### src/hw/rtl/bankers_resource_allocator_core_defines.svh
// ----------------------------------------------------------------------------
// Banker's allocator assertion macros
// Concurrent assertion wrappers, compiled out when ASSERT_OFF is defined.
// ----------------------------------------------------------------------------
`ifndef BANKERS_RESOURCE_ALLOCATOR_CORE_DEFINES_SVH
`define BANKERS_RESOURCE_ALLOCATOR_CORE_DEFINES_SVH
`ifndef ASSERT_OFF
`define BRA_ASSERT(lbl, clk, rst_n, prop) \
  lbl: assert property (@(posedge clk) disable iff (!rst_n) prop) \
    else $error("assertion failed");
`define BRA_ASSERT_NEVER(lbl, clk, rst_n, expr) \
  lbl: assert property (@(posedge clk) disable iff (!rst_n) !(expr)) \
    else $error("forbidden condition seen");
`else
`define BRA_ASSERT(lbl, clk, rst_n, prop)
`define BRA_ASSERT_NEVER(lbl, clk, rst_n, expr)
`endif
`endif

### src/hw/rtl/bra_pkg.sv
// ----------------------------------------------------------------------------
// Banker's allocator package
// Sizes, codes, payload structs and controller/datapath interface types.
// ----------------------------------------------------------------------------
package bra_pkg;

  localparam int MAX_PROCESSES = 8;
  localparam int MAX_RESOURCES = 4;
  localparam int NUM_AMOUNTS   = 4;
  localparam int UNIT_W        = 8;
  localparam int ROW_W         = (MAX_PROCESSES > 1) ? $clog2(MAX_PROCESSES) : 1;
  localparam int CNT_W         = $clog2(MAX_PROCESSES + 1);
  localparam int RES_CNT_W     = $clog2(MAX_RESOURCES + 1);
  localparam int WORK_W        = UNIT_W + CNT_W;

  localparam int CFG_IDX_W   = 1;
  localparam int CFG_DATA_W  = 4;
  localparam int PROC_CFG_W  = 4;
  localparam int RES_CFG_W   = 3;

  localparam logic [CFG_IDX_W-1:0] CFG_ACTIVE_PROCESSES = 1'd0;
  localparam logic [CFG_IDX_W-1:0] CFG_ACTIVE_RESOURCES = 1'd1;

  localparam logic [PROC_CFG_W-1:0] RST_ACTIVE_PROCESSES = 4'd8;
  localparam logic [RES_CFG_W-1:0]  RST_ACTIVE_RESOURCES = 3'd4;

  localparam logic [2:0] KIND_REQUEST    = 3'd0;
  localparam logic [2:0] KIND_RELEASE    = 3'd1;
  localparam logic [2:0] KIND_LOAD_NEED  = 3'd2;
  localparam logic [2:0] KIND_LOAD_HELD  = 3'd3;
  localparam logic [2:0] KIND_LOAD_AVAIL = 3'd4;

  localparam logic [2:0] STATUS_DONE         = 3'd0;
  localparam logic [2:0] STATUS_EXCEEDS_NEED = 3'd1;
  localparam logic [2:0] STATUS_NOT_AVAIL    = 3'd2;
  localparam logic [2:0] STATUS_UNSAFE       = 3'd3;
  localparam logic [2:0] STATUS_OVER_HELD    = 3'd4;

  typedef logic [UNIT_W-1:0] unit_t;
  typedef unit_t [MAX_RESOURCES-1:0] row_t;
  typedef logic [WORK_W-1:0] work_t;
  typedef work_t [MAX_RESOURCES-1:0] work_row_t;
  typedef logic [ROW_W-1:0] row_idx_t;
  typedef logic [CNT_W-1:0] cnt_t;

  typedef struct packed {
    logic [2:0] kind;
    logic [2:0] process;
    logic [7:0] amount_0;
    logic [7:0] amount_1;
    logic [7:0] amount_2;
    logic [7:0] amount_3;
  } in_item_t;

  typedef struct packed {
    logic [2:0] status;
    logic       safe;
    logic       process_done;
  } out_item_t;

  typedef enum logic [2:0] {
    ST_IDLE,
    ST_EXEC,
    ST_SINIT,
    ST_SCAN,
    ST_CHECK,
    ST_ROLLBACK,
    ST_OUT
  } state_t;

  typedef struct packed {
    logic latch_item;
    logic exec;
    logic scan_init;
    logic scan_step;
    logic rollback;
    logic load_out;
  } dp_cmd_t;

  typedef struct packed {
    logic scan_end;
    logic need_rollback;
    logic out_free;
  } dp_sts_t;

endpackage

### src/hw/rtl/bra_ctrl.sv
// ----------------------------------------------------------------------------
// Banker's allocator controller
// Sequences one item: execute, safety scan, optional rollback and rescan, result.
// ----------------------------------------------------------------------------
module bra_ctrl (
  input  logic             clk,
  input  logic             rst_n,
  input  logic             in_valid,
  output logic             in_stall,
  input  bra_pkg::dp_sts_t sts,
  output bra_pkg::dp_cmd_t cmd
);

  bra_pkg::state_t state_r, state_nxt;

  always_ff @(posedge clk) begin
    if (!rst_n) begin
      state_r <= bra_pkg::ST_IDLE;
    end else begin
      state_r <= state_nxt;
    end
  end

  always_comb begin
    state_nxt = state_r;
    unique case (state_r)
      bra_pkg::ST_IDLE: begin
        if (in_valid) state_nxt = bra_pkg::ST_EXEC;
      end
      bra_pkg::ST_EXEC:     state_nxt = bra_pkg::ST_SINIT;
      bra_pkg::ST_SINIT:    state_nxt = bra_pkg::ST_SCAN;
      bra_pkg::ST_SCAN: begin
        if (sts.scan_end) state_nxt = bra_pkg::ST_CHECK;
      end
      bra_pkg::ST_CHECK: begin
        if (sts.need_rollback) state_nxt = bra_pkg::ST_ROLLBACK;
        else state_nxt = bra_pkg::ST_OUT;
      end
      bra_pkg::ST_ROLLBACK: state_nxt = bra_pkg::ST_SINIT;
      bra_pkg::ST_OUT: begin
        if (sts.out_free) state_nxt = bra_pkg::ST_IDLE;
      end
      default:              state_nxt = bra_pkg::ST_IDLE;
    endcase
  end

  always_comb begin
    in_stall       = (state_r != bra_pkg::ST_IDLE);
    cmd.latch_item = (state_r == bra_pkg::ST_IDLE) && in_valid;
    cmd.exec       = (state_r == bra_pkg::ST_EXEC);
    cmd.scan_init  = (state_r == bra_pkg::ST_SINIT);
    cmd.scan_step  = (state_r == bra_pkg::ST_SCAN);
    cmd.rollback   = (state_r == bra_pkg::ST_ROLLBACK);
    cmd.load_out   = (state_r == bra_pkg::ST_OUT) && sts.out_free;
  end

endmodule

### src/hw/rtl/bra_dpath.sv
// ----------------------------------------------------------------------------
// Banker's allocator datapath
// Allocation tables, request checks, rollback copy, safety scan and result.
// ----------------------------------------------------------------------------
module bra_dpath (
  input  logic                               clk,
  input  logic                               rst_n,
  input  bra_pkg::dp_cmd_t                   cmd,
  output bra_pkg::dp_sts_t                   sts,
  input  bra_pkg::in_item_t                  in_data,
  input  logic                               out_stall,
  output logic                               out_valid,
  output bra_pkg::out_item_t                 out_data,
  input  logic                               cfg_we,
  input  logic [bra_pkg::CFG_IDX_W-1:0]      cfg_index,
  input  logic [bra_pkg::CFG_DATA_W-1:0]     cfg_wdata
);

  logic [bra_pkg::PROC_CFG_W-1:0] act_proc_r;
  logic [bra_pkg::RES_CFG_W-1:0]  act_res_r;
  bra_pkg::cnt_t                  m;
  logic [bra_pkg::RES_CNT_W-1:0]  n;
  logic [bra_pkg::MAX_RESOURCES-1:0] res_act;

  bra_pkg::row_t     avail_r, avail_nxt;
  bra_pkg::row_t     held_r [bra_pkg::MAX_PROCESSES];
  bra_pkg::row_t     held_nxt [bra_pkg::MAX_PROCESSES];
  bra_pkg::row_t     need_r [bra_pkg::MAX_PROCESSES];
  bra_pkg::row_t     need_nxt [bra_pkg::MAX_PROCESSES];

  bra_pkg::in_item_t item_r;
  bra_pkg::row_t     amt;
  logic              pvalid;
  bra_pkg::row_idx_t row_p, row_sel;
  bra_pkg::row_t     held_row, need_row;

  bra_pkg::row_t     sav_avail_r, sav_avail_nxt;
  bra_pkg::row_t     sav_held_r, sav_held_nxt;
  bra_pkg::row_t     sav_need_r, sav_need_nxt;
  logic [2:0]        status_r, status_nxt;
  logic              req_applied_r, req_applied_nxt;
  logic              exceed_need, no_avail, over_held, row_empty;

  bra_pkg::work_row_t                 work_r, work_nxt;
  logic [bra_pkg::MAX_PROCESSES-1:0]  fin_r, fin_nxt;
  bra_pkg::cnt_t                      done_cnt_r, done_cnt_nxt, done_after;
  bra_pkg::row_idx_t                  idx_r, idx_nxt;
  logic                               pass_prog_r, pass_prog_nxt;
  logic                               safe_r, safe_nxt;
  logic                               fits, take, last, all_done, prog, scan_end;

  logic               out_valid_r, out_valid_nxt;
  bra_pkg::out_item_t out_data_r, out_data_nxt;

  function automatic bra_pkg::unit_t sat_add(bra_pkg::unit_t a, bra_pkg::unit_t b);
    logic [bra_pkg::UNIT_W:0] s;
    s = {1'b0, a} + {1'b0, b};
    return s[bra_pkg::UNIT_W] ? '1 : s[bra_pkg::UNIT_W-1:0];
  endfunction

  // clamp configured counts
  always_comb begin
    if (act_proc_r == '0) m = bra_pkg::CNT_W'(1);
    else if (int'(act_proc_r) > bra_pkg::MAX_PROCESSES) m = bra_pkg::CNT_W'(bra_pkg::MAX_PROCESSES);
    else m = bra_pkg::CNT_W'(act_proc_r);
    if (act_res_r == '0) n = bra_pkg::RES_CNT_W'(1);
    else if (int'(act_res_r) > bra_pkg::MAX_RESOURCES) n = bra_pkg::RES_CNT_W'(bra_pkg::MAX_RESOURCES);
    else n = bra_pkg::RES_CNT_W'(act_res_r);
    for (int j = 0; j < bra_pkg::MAX_RESOURCES; j++) begin
      res_act[j] = (j < int'(n));
    end
  end

  always_comb begin
    for (int j = 0; j < bra_pkg::MAX_RESOURCES; j++) begin
      amt[j] = '0;
      if (j == 0) amt[j] = item_r.amount_0;
      else if (j == 1) amt[j] = item_r.amount_1;
      else if (j == 2) amt[j] = item_r.amount_2;
      else if (j == 3) amt[j] = item_r.amount_3;
    end
  end

  assign pvalid   = int'(item_r.process) < int'(m);
  assign row_p    = bra_pkg::ROW_W'(item_r.process);
  assign row_sel  = cmd.scan_step ? idx_r : row_p;
  assign held_row = held_r[row_sel];
  assign need_row = need_r[row_sel];

  always_comb begin
    exceed_need = 1'b0;
    no_avail    = 1'b0;
    over_held   = 1'b0;
    row_empty   = 1'b1;
    fits        = 1'b1;
    for (int j = 0; j < bra_pkg::MAX_RESOURCES; j++) begin
      if (res_act[j]) begin
        if (amt[j] > need_row[j]) exceed_need = 1'b1;
        if (amt[j] > avail_r[j]) no_avail = 1'b1;
        if (amt[j] > held_row[j]) over_held = 1'b1;
        if (need_row[j] != '0) row_empty = 1'b0;
        if (bra_pkg::WORK_W'(need_row[j]) > work_r[j]) fits = 1'b0;
      end
    end
  end

  // table update, rollback copy and status
  always_comb begin
    avail_nxt       = avail_r;
    held_nxt        = held_r;
    need_nxt        = need_r;
    sav_avail_nxt   = sav_avail_r;
    sav_held_nxt    = sav_held_r;
    sav_need_nxt    = sav_need_r;
    status_nxt      = status_r;
    req_applied_nxt = req_applied_r;
    if (cmd.exec) begin
      status_nxt      = bra_pkg::STATUS_DONE;
      req_applied_nxt = 1'b0;
      unique case (item_r.kind)
        bra_pkg::KIND_REQUEST: begin
          if (pvalid) begin
            if (exceed_need) begin
              status_nxt = bra_pkg::STATUS_EXCEEDS_NEED;
            end else if (no_avail) begin
              status_nxt = bra_pkg::STATUS_NOT_AVAIL;
            end else begin
              req_applied_nxt = 1'b1;
              sav_avail_nxt   = avail_r;
              sav_held_nxt    = held_row;
              sav_need_nxt    = need_row;
              for (int j = 0; j < bra_pkg::MAX_RESOURCES; j++) begin
                if (res_act[j]) begin
                  avail_nxt[j]        = avail_r[j] - amt[j];
                  held_nxt[row_p][j]  = sat_add(held_row[j], amt[j]);
                  need_nxt[row_p][j]  = need_row[j] - amt[j];
                end
              end
            end
          end
        end
        bra_pkg::KIND_RELEASE: begin
          if (pvalid) begin
            if (over_held) begin
              status_nxt = bra_pkg::STATUS_OVER_HELD;
            end else begin
              for (int j = 0; j < bra_pkg::MAX_RESOURCES; j++) begin
                if (res_act[j]) begin
                  held_nxt[row_p][j] = held_row[j] - amt[j];
                  avail_nxt[j]       = sat_add(avail_r[j], amt[j]);
                end
              end
            end
          end
        end
        bra_pkg::KIND_LOAD_NEED: begin
          if (pvalid) begin
            for (int j = 0; j < bra_pkg::MAX_RESOURCES; j++) begin
              if (res_act[j]) need_nxt[row_p][j] = amt[j];
            end
          end
        end
        bra_pkg::KIND_LOAD_HELD: begin
          if (pvalid) begin
            for (int j = 0; j < bra_pkg::MAX_RESOURCES; j++) begin
              if (res_act[j]) held_nxt[row_p][j] = amt[j];
            end
          end
        end
        bra_pkg::KIND_LOAD_AVAIL: begin
          for (int j = 0; j < bra_pkg::MAX_RESOURCES; j++) begin
            if (res_act[j]) avail_nxt[j] = amt[j];
          end
        end
        default: begin
        end
      endcase
    end else if (cmd.rollback) begin
      avail_nxt        = sav_avail_r;
      held_nxt[row_p]  = sav_held_r;
      need_nxt[row_p]  = sav_need_r;
      status_nxt       = bra_pkg::STATUS_UNSAFE;
      req_applied_nxt  = 1'b0;
    end
  end

  // safety scan: one process row per cycle, passes repeat until all rows finish or a pass finishes none
  assign take       = !fin_r[idx_r] && fits;
  assign last       = int'(idx_r) == int'(m) - 1;
  assign done_after = done_cnt_r + bra_pkg::CNT_W'(take);
  assign all_done   = (done_after == m);
  assign prog       = pass_prog_r || take;
  assign scan_end   = all_done || (last && !prog);

  always_comb begin
    work_nxt      = work_r;
    fin_nxt       = fin_r;
    done_cnt_nxt  = done_cnt_r;
    idx_nxt       = idx_r;
    pass_prog_nxt = pass_prog_r;
    safe_nxt      = safe_r;
    if (cmd.scan_init) begin
      for (int j = 0; j < bra_pkg::MAX_RESOURCES; j++) begin
        work_nxt[j] = bra_pkg::WORK_W'(avail_r[j]);
      end
      fin_nxt       = '0;
      done_cnt_nxt  = '0;
      idx_nxt       = '0;
      pass_prog_nxt = 1'b0;
    end else if (cmd.scan_step) begin
      if (take) begin
        for (int j = 0; j < bra_pkg::MAX_RESOURCES; j++) begin
          if (res_act[j]) work_nxt[j] = work_r[j] + bra_pkg::WORK_W'(held_row[j]);
        end
        fin_nxt[idx_r] = 1'b1;
      end
      done_cnt_nxt = done_after;
      if (scan_end) begin
        safe_nxt = all_done;
      end else if (last) begin
        idx_nxt       = '0;
        pass_prog_nxt = 1'b0;
      end else begin
        idx_nxt       = idx_r + 1'b1;
        pass_prog_nxt = prog;
      end
    end
  end

  always_comb begin
    out_data_nxt.status       = status_r;
    out_data_nxt.safe         = safe_r;
    out_data_nxt.process_done = pvalid && row_empty;
    if (cmd.load_out) out_valid_nxt = 1'b1;
    else if (!out_stall) out_valid_nxt = 1'b0;
    else out_valid_nxt = out_valid_r;
  end

  always_ff @(posedge clk) begin
    if (!rst_n) begin
      act_proc_r    <= bra_pkg::RST_ACTIVE_PROCESSES;
      act_res_r     <= bra_pkg::RST_ACTIVE_RESOURCES;
      avail_r       <= '0;
      for (int i = 0; i < bra_pkg::MAX_PROCESSES; i++) begin
        held_r[i] <= '0;
        need_r[i] <= '0;
      end
      status_r      <= bra_pkg::STATUS_DONE;
      req_applied_r <= 1'b0;
      fin_r         <= '0;
      done_cnt_r    <= '0;
      idx_r         <= '0;
      pass_prog_r   <= 1'b0;
      safe_r        <= 1'b0;
      out_valid_r   <= 1'b0;
    end else begin
      if (cfg_we && (cfg_index == bra_pkg::CFG_ACTIVE_PROCESSES)) begin
        act_proc_r <= cfg_wdata[bra_pkg::PROC_CFG_W-1:0];
      end
      if (cfg_we && (cfg_index == bra_pkg::CFG_ACTIVE_RESOURCES)) begin
        act_res_r <= cfg_wdata[bra_pkg::RES_CFG_W-1:0];
      end
      avail_r       <= avail_nxt;
      held_r        <= held_nxt;
      need_r        <= need_nxt;
      status_r      <= status_nxt;
      req_applied_r <= req_applied_nxt;
      fin_r         <= fin_nxt;
      done_cnt_r    <= done_cnt_nxt;
      idx_r         <= idx_nxt;
      pass_prog_r   <= pass_prog_nxt;
      safe_r        <= safe_nxt;
      out_valid_r   <= out_valid_nxt;
    end
  end

  always_ff @(posedge clk) begin
    if (cmd.latch_item) item_r <= in_data;
    sav_avail_r <= sav_avail_nxt;
    sav_held_r  <= sav_held_nxt;
    sav_need_r  <= sav_need_nxt;
    work_r      <= work_nxt;
    if (cmd.load_out) out_data_r <= out_data_nxt;
  end

  assign sts.scan_end      = scan_end;
  assign sts.need_rollback = req_applied_r && !safe_r;
  assign sts.out_free      = !out_valid_r || !out_stall;
  assign out_valid         = out_valid_r;
  assign out_data          = out_data_r;

endmodule

### src/hw/rtl/bankers_resource_allocator_core.sv
// ----------------------------------------------------------------------------
// Banker's algorithm resource allocator core
// Usage:
//   Input channel in_valid/in_stall/in_data carries one item: kind, process
//   and four amounts. in_stall is low only while the core is idle; a transfer
//   happens when in_valid is high and in_stall is low.
//   Output channel out_valid/out_stall/out_data returns exactly one result
//   (status, safe, process_done) per item from an output register, so a new
//   item may be taken while the previous result still waits.
//   Steps: after the input transfer the item passes through the execute,
//   scan init, safety scan and check states, then its result is loaded into
//   the output register. The safety scan covers m active processes, one row
//   per cycle in passes of m rows. An unsafe request is rolled back and
//   scanned again. One item is in flight at a time and the next is taken in
//   the cycle after its result is loaded, so the scan length sets the rate.
//   When out_stall is high the result holds and the core waits in its final
//   state until the output register frees.
//   cfg_we/cfg_index/cfg_wdata write the active process and resource counts;
//   write them only while idle.
//   Reset (rst_n low, synchronous) clears all tables, sets eight processes
//   and four resources and empties the output register.
// ----------------------------------------------------------------------------
`include "bankers_resource_allocator_core_defines.svh"

module bankers_resource_allocator_core (
  input  logic                           clk,
  input  logic                           rst_n,
  input  logic                           in_valid,
  output logic                           in_stall,
  input  bra_pkg::in_item_t              in_data,
  output logic                           out_valid,
  input  logic                           out_stall,
  output bra_pkg::out_item_t             out_data,
  input  logic                           cfg_we,
  input  logic [bra_pkg::CFG_IDX_W-1:0]  cfg_index,
  input  logic [bra_pkg::CFG_DATA_W-1:0] cfg_wdata
);

  bra_pkg::dp_cmd_t cmd;
  bra_pkg::dp_sts_t sts;

  bra_ctrl u_ctrl (
    .clk      (clk),
    .rst_n    (rst_n),
    .in_valid (in_valid),
    .in_stall (in_stall),
    .sts      (sts),
    .cmd      (cmd)
  );

  bra_dpath u_dpath (
    .clk       (clk),
    .rst_n     (rst_n),
    .cmd       (cmd),
    .sts       (sts),
    .in_data   (in_data),
    .out_stall (out_stall),
    .out_valid (out_valid),
    .out_data  (out_data),
    .cfg_we    (cfg_we),
    .cfg_index (cfg_index),
    .cfg_wdata (cfg_wdata)
  );

  `BRA_ASSERT(a_busy_after_accept, clk, rst_n, in_valid && !in_stall |=> in_stall)
  `BRA_ASSERT(a_result_from_busy, clk, rst_n, $rose(out_valid) |-> $past(in_stall))
  `BRA_ASSERT(a_rescan_after_rollback, clk, rst_n, cmd.rollback |=> cmd.scan_init)
  `BRA_ASSERT_NEVER(a_rollback_cause, clk, rst_n, cmd.rollback && !sts.need_rollback)

endmodule

### config.mk
export PLATFORM = sky130hd
export DESIGN_NAME = bankers_resource_allocator_core
export DESIGN_NICKNAME = d
export VERILOG_FILES = /design/src/hw/rtl/bra_pkg.sv /design/src/hw/rtl/bra_ctrl.sv /design/src/hw/rtl/bra_dpath.sv /design/src/hw/rtl/bankers_resource_allocator_core.sv
export VERILOG_INCLUDE_DIRS = /design/src /design/src/hw/rtl
export SDC_FILE = /design/constraint.sdc
export NUM_CORES = 2
export LEC_CHECK = 0
export BUFFER_PORTS_ARGS = -buffer_cell sky130_fd_sc_hd__buf_2
export CORE_MARGIN = 3
export CORE_UTILIZATION = 40
export CTS_BUF_LIST = sky130_fd_sc_hd__clkbuf_4 sky130_fd_sc_hd__clkbuf_8
export CTS_CLUSTER_DIAMETER = 200
export DETAILED_ROUTE_END_ITERATION = 16
export HOLD_SLACK_MARGIN = 0.15
export PLACE_DENSITY = 0.58
export SLEW_MARGIN = 20
export SYNTH_ARGS = -nofsm -noshare
export SYNTH_HDL_FRONTEND = slang
export SYNTH_HIERARCHICAL = 1
export SYNTH_SLANG_ARGS = --single-unit
### constraint.sdc
create_clock -name clk -period 9.4 [get_ports clk]
set_input_delay 0.47 -clock clk [delete_from_list [all_inputs] [get_ports clk]]
set_output_delay 0.47 -clock clk [all_outputs]
set_load 0.01 [all_outputs]
# Word-level counts from Yosys, hierarchy flattened
# Cells that the tools add are included.
[op_classes]
addsub = 27
multipliers = 0
div = 0
order_cmp = 28
eq_ne = 38
shift = 0
mux = 241
bitwise_logic = 9
n_reduce_logical = 55
[op_table]
columns = ["cell", "count"]
rows = [
  ["$mux W256", 94],
  ["$bwmux W256", 22],
  ["$pmux W256 S3", 1],
  ["$pmux W256 S2", 1],
  ["$demux W32 S3", 5],
  ["$mux W32", 13],
  ["$bmux W32 S3", 2],
  ["$mux W8", 22],
  ["$mux W44", 3],
  ["$gt A8 B8 Y1", 12],
  ["$pmux W32 S3", 1],
  ["$sub A8 B8 Y8", 12],
  ["$add A8 B8 Y9", 8],
  ["$mux W1", 51],
  ["$add A12 B8 Y12", 4],
  ["$gt A8 B12 Y1", 4],
  ["$ne A3 B2 Y1 const B", 16],
  ["$reduce_and A10 Y1", 4],
  ["$mux W3", 13],
  ["$mux W12", 3],
  ["$eq A4 B32 Y1", 1],
  ["$reduce_bool A8 Y1", 4],
  ["$reduce_and A3 Y1", 10],
  ["$mux W24", 1],
  ["43 further kinds", 91],
]
[totals]
register_bits = 763
latchBits = 0
ram_bits = 0
romBits = 0
elab_cells = 506
mem_count = 0

# Longest topological paths before layout
[depth]
ltp_word = 40
ltp_mapped = 27

# Cells and area by module
# The synthesis kept the hierarchy.
[modules_own_cells]
columns = ["mod", "instances", "cells_each", "area_each_um2", "seq_area_each_um2"]
rows = [
  ["bra_dpath", 1, 5126, 45826.5, 16926.2],
  ["bra_ctrl", 1, 30, 237.7, 60.1],
]

# Least setup slack after synthesis
# Ideal clock, no wire load.
[synth_path]
kind = "reg2reg"
start = "register u_ctrl.state_r[0]"
end = "register u_dpath/sav_avail_r[0] (netlist bit) (enable)"
t_arrival_ps = 6266
required_time_ps = 8933
setup_slack_ps = 2667
path_stages_with_launch = 18
path_buffers = 4
path_cell_list = "dfxtp_1 > and3b_2 > buf_2 > mux2i_1 > clkbuf_1 > buf_1 > clkbuf_1 > mux4_2 > mux2i_1 > ha_1 > fa_1 > nor2b_1 > o21a_1 > o21a_1 > o311ai_1 > a211oi_4 > and2_1 > and3_1"
[synth_rtl]
columns = ["item", "line", "text"]
rows = [
  ["start: declaration", "bra_ctrl.sv:14", "bra_pkg::state_t state_r, state_nxt;"],
  ["start signal: assignment", "bra_ctrl.sv:18", "state_r <= bra_pkg::ST_IDLE;"],
  ["start signal: assignment", "bra_ctrl.sv:20", "state_r <= state_nxt;"],
  ["end signal: assignment", "bra_dpath.sv:279", "sav_avail_r <= sav_avail_nxt;"],
  ["end: declaration", "bra_dpath.sv:37", "bra_pkg::row_t sav_avail_r, sav_avail_nxt;"],
]

==> results.md <==
* I/O Buffers at 54
* Final slew viol count at 0
* Synth Instances at 5156
* Setup bufs post-CTS at 0
* Synthesis warning total at 6
* Layout cell share with drive strength beyond 1 at 12.6%
* Mapped Avg Cell Area at 8.93 um^2
* TritonRoute pass-1 iters at 8
* DR WL/cell at 25.9 um
* CTS Buf Count at 139
* DR vias at 42.0k
* Max Clk Rate at 133 MHz
* H-tree depth at 4
* DPL Wire Length at 118000 um
* Clock tree root buffer cell: clkbuf_8
* RSZ-0062 raised after global routing: no
* CP cell instances: and3b_2 > mux2i_4 > buf_4 > mux4_2 > nor2_1 > a221oi_1 > ha_1 > a21o_1 > a21oi_1 > nor3b_1 > o22ai_1 > nor3_2 > buf_4 > ha_1 > ha_1 > inv_1 > a21oi_1 > mux2i_1 > a2111oi_1 > nor2_1 > nand2_1 > mux2i_1 > a22oi_1 > nor2_1
* Synth unique cells at 99
* Setup TNS at 0 ps
* CTS clock-pin slew for the worst setup and hold paths at 60 ps
* Total of max-cap violations at 0
* Run status: completed
* # clock sinks at 763
* Crit-path max FO at 58
* Worst setup EP type: register
* Starting Density at 40.6%
* Layout Nets at 5456
* Routability-driven placement congestion ratio at 0.953
* Final worst path period share at 79.8%
* Mapped cell area at 46100 um^2
* VDD IR max at 0.000149 V
* Worst r2r dst: u_dpath/idx_r[2]
* Count of boundary I/O pins at 55
* Worst Path Arrival at 8210 ps
* CP Launch Type: register
* Core Box Area at 113000 um^2
* Utilization after layout at 45.1%
* Reg-to-Reg Start: u_ctrl/state_r[1]
* First-pass GRT wire length at 259000 um
* Worst Max-Slew Pin Slew at 1240 ps
* Die height at 345 um
* Worst skew pair latency at 850 ps
* Critical path class: reg -> reg
* Clock buffer depth at 3
* TritonCTS clock tree: built
* PD cells at 173 nW/um^2
* Hold path startpoint: in_data[31]
* Most used DFF post-synth: dfxtp_1
* DRT antenna net count at 0
* Hold Path Sink: u_dpath/amt[7]
* CP max stage delay at 760 ps
* Grt ovf at 0
* Max_slew headroom at 16.8%
* Die Span X at 345 um
* Endpoints failing hold at 0
* Minimum clock period after layout at 7500 ps
* # rows at 123
* Reg2Reg Setup Slack at 1900 ps
* Total chip power at 8.85 mW
* Critical Path Slowest Stage Cell: buf_4
* Initial antenna violation count at 6
* Largest net degree at the start of global routing at 95
* Drt drc at 0
* # setup viols final at 0
* Fillers at 11.0k
* Drt total wl at 175000 um
* Number of synthesized flops with an enable pin at 171
* Hold Crit Class: in -> reg
* FFs w/ async S/R, synth at 0%
* FF+latch count, synth at 763
* First-iteration detailed-routing DRC count at 4620
* DIE AREA at 119000 um^2
* Critical Path RT at 10110 ps
* Synth-to-layout area growth at 11.0%
* Via density at 6.20
* WHS Path Cells at 2
* Vias in the first global route at 39.6k
* Clock Skew at 46.9 ps
* Sequential area share after synthesis at 36.9%
* Syn_nets at 5458
* Lkg Pwr at 19.1 nW
* R2R cell count at 24
* Gr usage total at 28.3%
==> routing by layer <==
layer  up-vias  track usage, %  share of wire [%]
met4         2            12.5                4.7
met5         -               0              0.013
met2      2183            43.9                 44
li1      19004               -                  -
met3       488            5.84                9.4
met1     20334            37.9                 42
==> critical path, delay by kind of cell (launching register included) <==
kind / cells / cell delay [ps]
multiplexers: 4 / 890
flip-flops: 1 / 530
AO/OA/AOI/OAI: 7 / 2260
adder cells (fa/ha/maj): 3 / 760
AND/OR/NAND/NOR: 7 / 1860
buffers and inverters: 3 / 990
==> report_power, final <==
part | switching [mW] | total (mW) | internal, mW
clock | 1.52 | 3.42 | 1.90
sequential | 0.124 | 3.58 | 3.46
combinational | 1.27 | 1.85 | 0.579
total | 2.91 | 8.85 | 5.94
==> cells in the final DEF (no fill, tap or decap), types with 41 or more instances in the layout <==
cell type / netlist / routed
nor2b_1: 85 / 84
nor2_1: 400 / 397
o221ai_1: 43 / 43
clkbuf_4: 0 / 55
nand2b_1: 62 / 62
buf_2: 52 / 54
a211oi_1: 89 / 88
o21ai_0: 289 / 289
clkbuf_8: 0 / 161
a31o_2: 47 / 47
o22ai_1: 60 / 60
a21oi_1: 311 / 310
nand3_1: 145 / 145
inv_1: 150 / 149
o21a_1: 45 / 45
buf_4: 14 / 87
ha_1: 230 / 230
o31ai_1: 46 / 46
xnor2_1: 94 / 94
mux2i_1: 238 / 235
edfxtp_1: 171 / 171
a31oi_1: 41 / 41
nor3_1: 107 / 104
a22oi_1: 44 / 44
dlygate4sd3_1: 0 / 53
mux4_2: 111 / 111
dfxtp_1: 592 / 592
nand2_1: 755 / 755
==> repair_timing <==
item / CTS / global route
endpoints found under the hold margin: 75 / 0
gates resized for setup: 0 / 0
hold buffers: 53 / 0
==> how the worst max path moves through the flow <==
| stage | to | slack [ps] | from | depth (start not counted) |
|---|---|---|---|---|
| after floorplan | u_dpath/sav_avail_r[0] | 2670 | u_ctrl/state_r[0] | 17 |
| after CTS | u_dpath/idx_r[2] | 1940 | u_ctrl/state_r[1] | 24 |
| final | u_dpath/idx_r[2] | 1900 | u_ctrl/state_r[1] | 24 |
| after detailed placement | u_dpath/idx_r[2] | 1940 | u_ctrl/state_r[1] | 24 |
| after global placement | u_dpath/idx_r[2] | 1990 | u_ctrl/state_r[1] | 24 |
| after global routing | u_dpath/idx_r[2] | 1440 | u_ctrl/state_r[1] | 23 |
==> Yosys cell counts, types with 15 or more instances <==
cell	instances	area, um^2
a211oi_1	89	668
a21o_1	25	188
a21oi_1	311	1560
a221oi_1	27	236
a22oi_1	44	330
a31o_2	47	412
a31oi_1	41	257
a32oi_1	20	175
and3_1	19	119
buf_1	35	131
buf_2	52	260
clkbuf_1	235	882
dfxtp_1	592	11900
edfxtp_1	171	5130
fa_1	24	480
ha_1	230	2880
inv_1	150	563
mux2i_1	238	2380
mux4_2	111	2500
nand2_1	755	2830
nand2b_1	62	388
nand3_1	145	726
nand4_1	26	163
nor2_1	400	1500
nor2_4	17	191
nor2b_1	85	532
nor3_1	107	536
nor3b_1	20	150
nor4_1	16	100
o2111ai_1	27	236
o211a_1	28	280
o211ai_1	33	248
o21a_1	45	338
o21ai_0	289	1450
o21bai_1	22	165
o221ai_1	43	377
o22ai_1	60	375
o2bb2ai_1	27	236
o311ai_0	15	131
o31ai_1	46	345
o32ai_1	16	140
or3_1	37	231
xnor2_1	94	823
xor2_1	24	210
==> kinds of logic after synthesis <==
group | share of synthesized area [%]
simple gates | 18.0
compound gates | 20.3
flops | 36.9
buf+inv | 4.36
mux | 10.8
fa+ha+maj | 7.29
xor+xnor | 2.24
==> flip-flops by register name, indices dropped and copies added, names as in the netlist, 4 cells and up <==
name and count:
u_dpath/amt 32, u_dpath/done_cnt_r 4, u_dpath/work_r 48, u_dpath/avail_r 32, u_dpath/fin_r 8, u_dpath/act_proc_r 4, u_dpath/need_r 256, u_dpath/held_r 256
u_dpath/out_data 5, u_dpath/sav_need_r 32, u_dpath/sav_avail_r 32, u_dpath/sav_held_r 32
==> layout make-up <==
cell class / count / area (um^2) / area share [%]
multi-input combinational: 3900 / 27200 / 53.2
sequential: 763 / 17000 / 33.2
clock buffer: 216 / 2630 / 5.14
tap: 1500 / 1880 / 3.67
timing repair buffer: 199 / 1550 / 3.03
inverter: 151 / 572 / 1.12
clock inverter: 36 / 334 / 0.653
antenna: 6 / 15.0 / 0.0294
==> per-stage QoR <==
step | hold slack [ps] | instances | cell area [um^2] | setup WS [ps]
2_1_floorplan | 403 | 5156 | 46100 | 2670
3_3_place_gp | 412 | 6459 | 47600 | 1990
3_5_place_dp | 416 | 6460 | 47600 | 1940
4_1_cts | 271 | 6765 | 51100 | 1940
5_1_grt | 300 | 6768 | 51100 | 1440
6_report | 336 | 6771 | 51200 | 1900
Power figures use the tool's default switching activity.
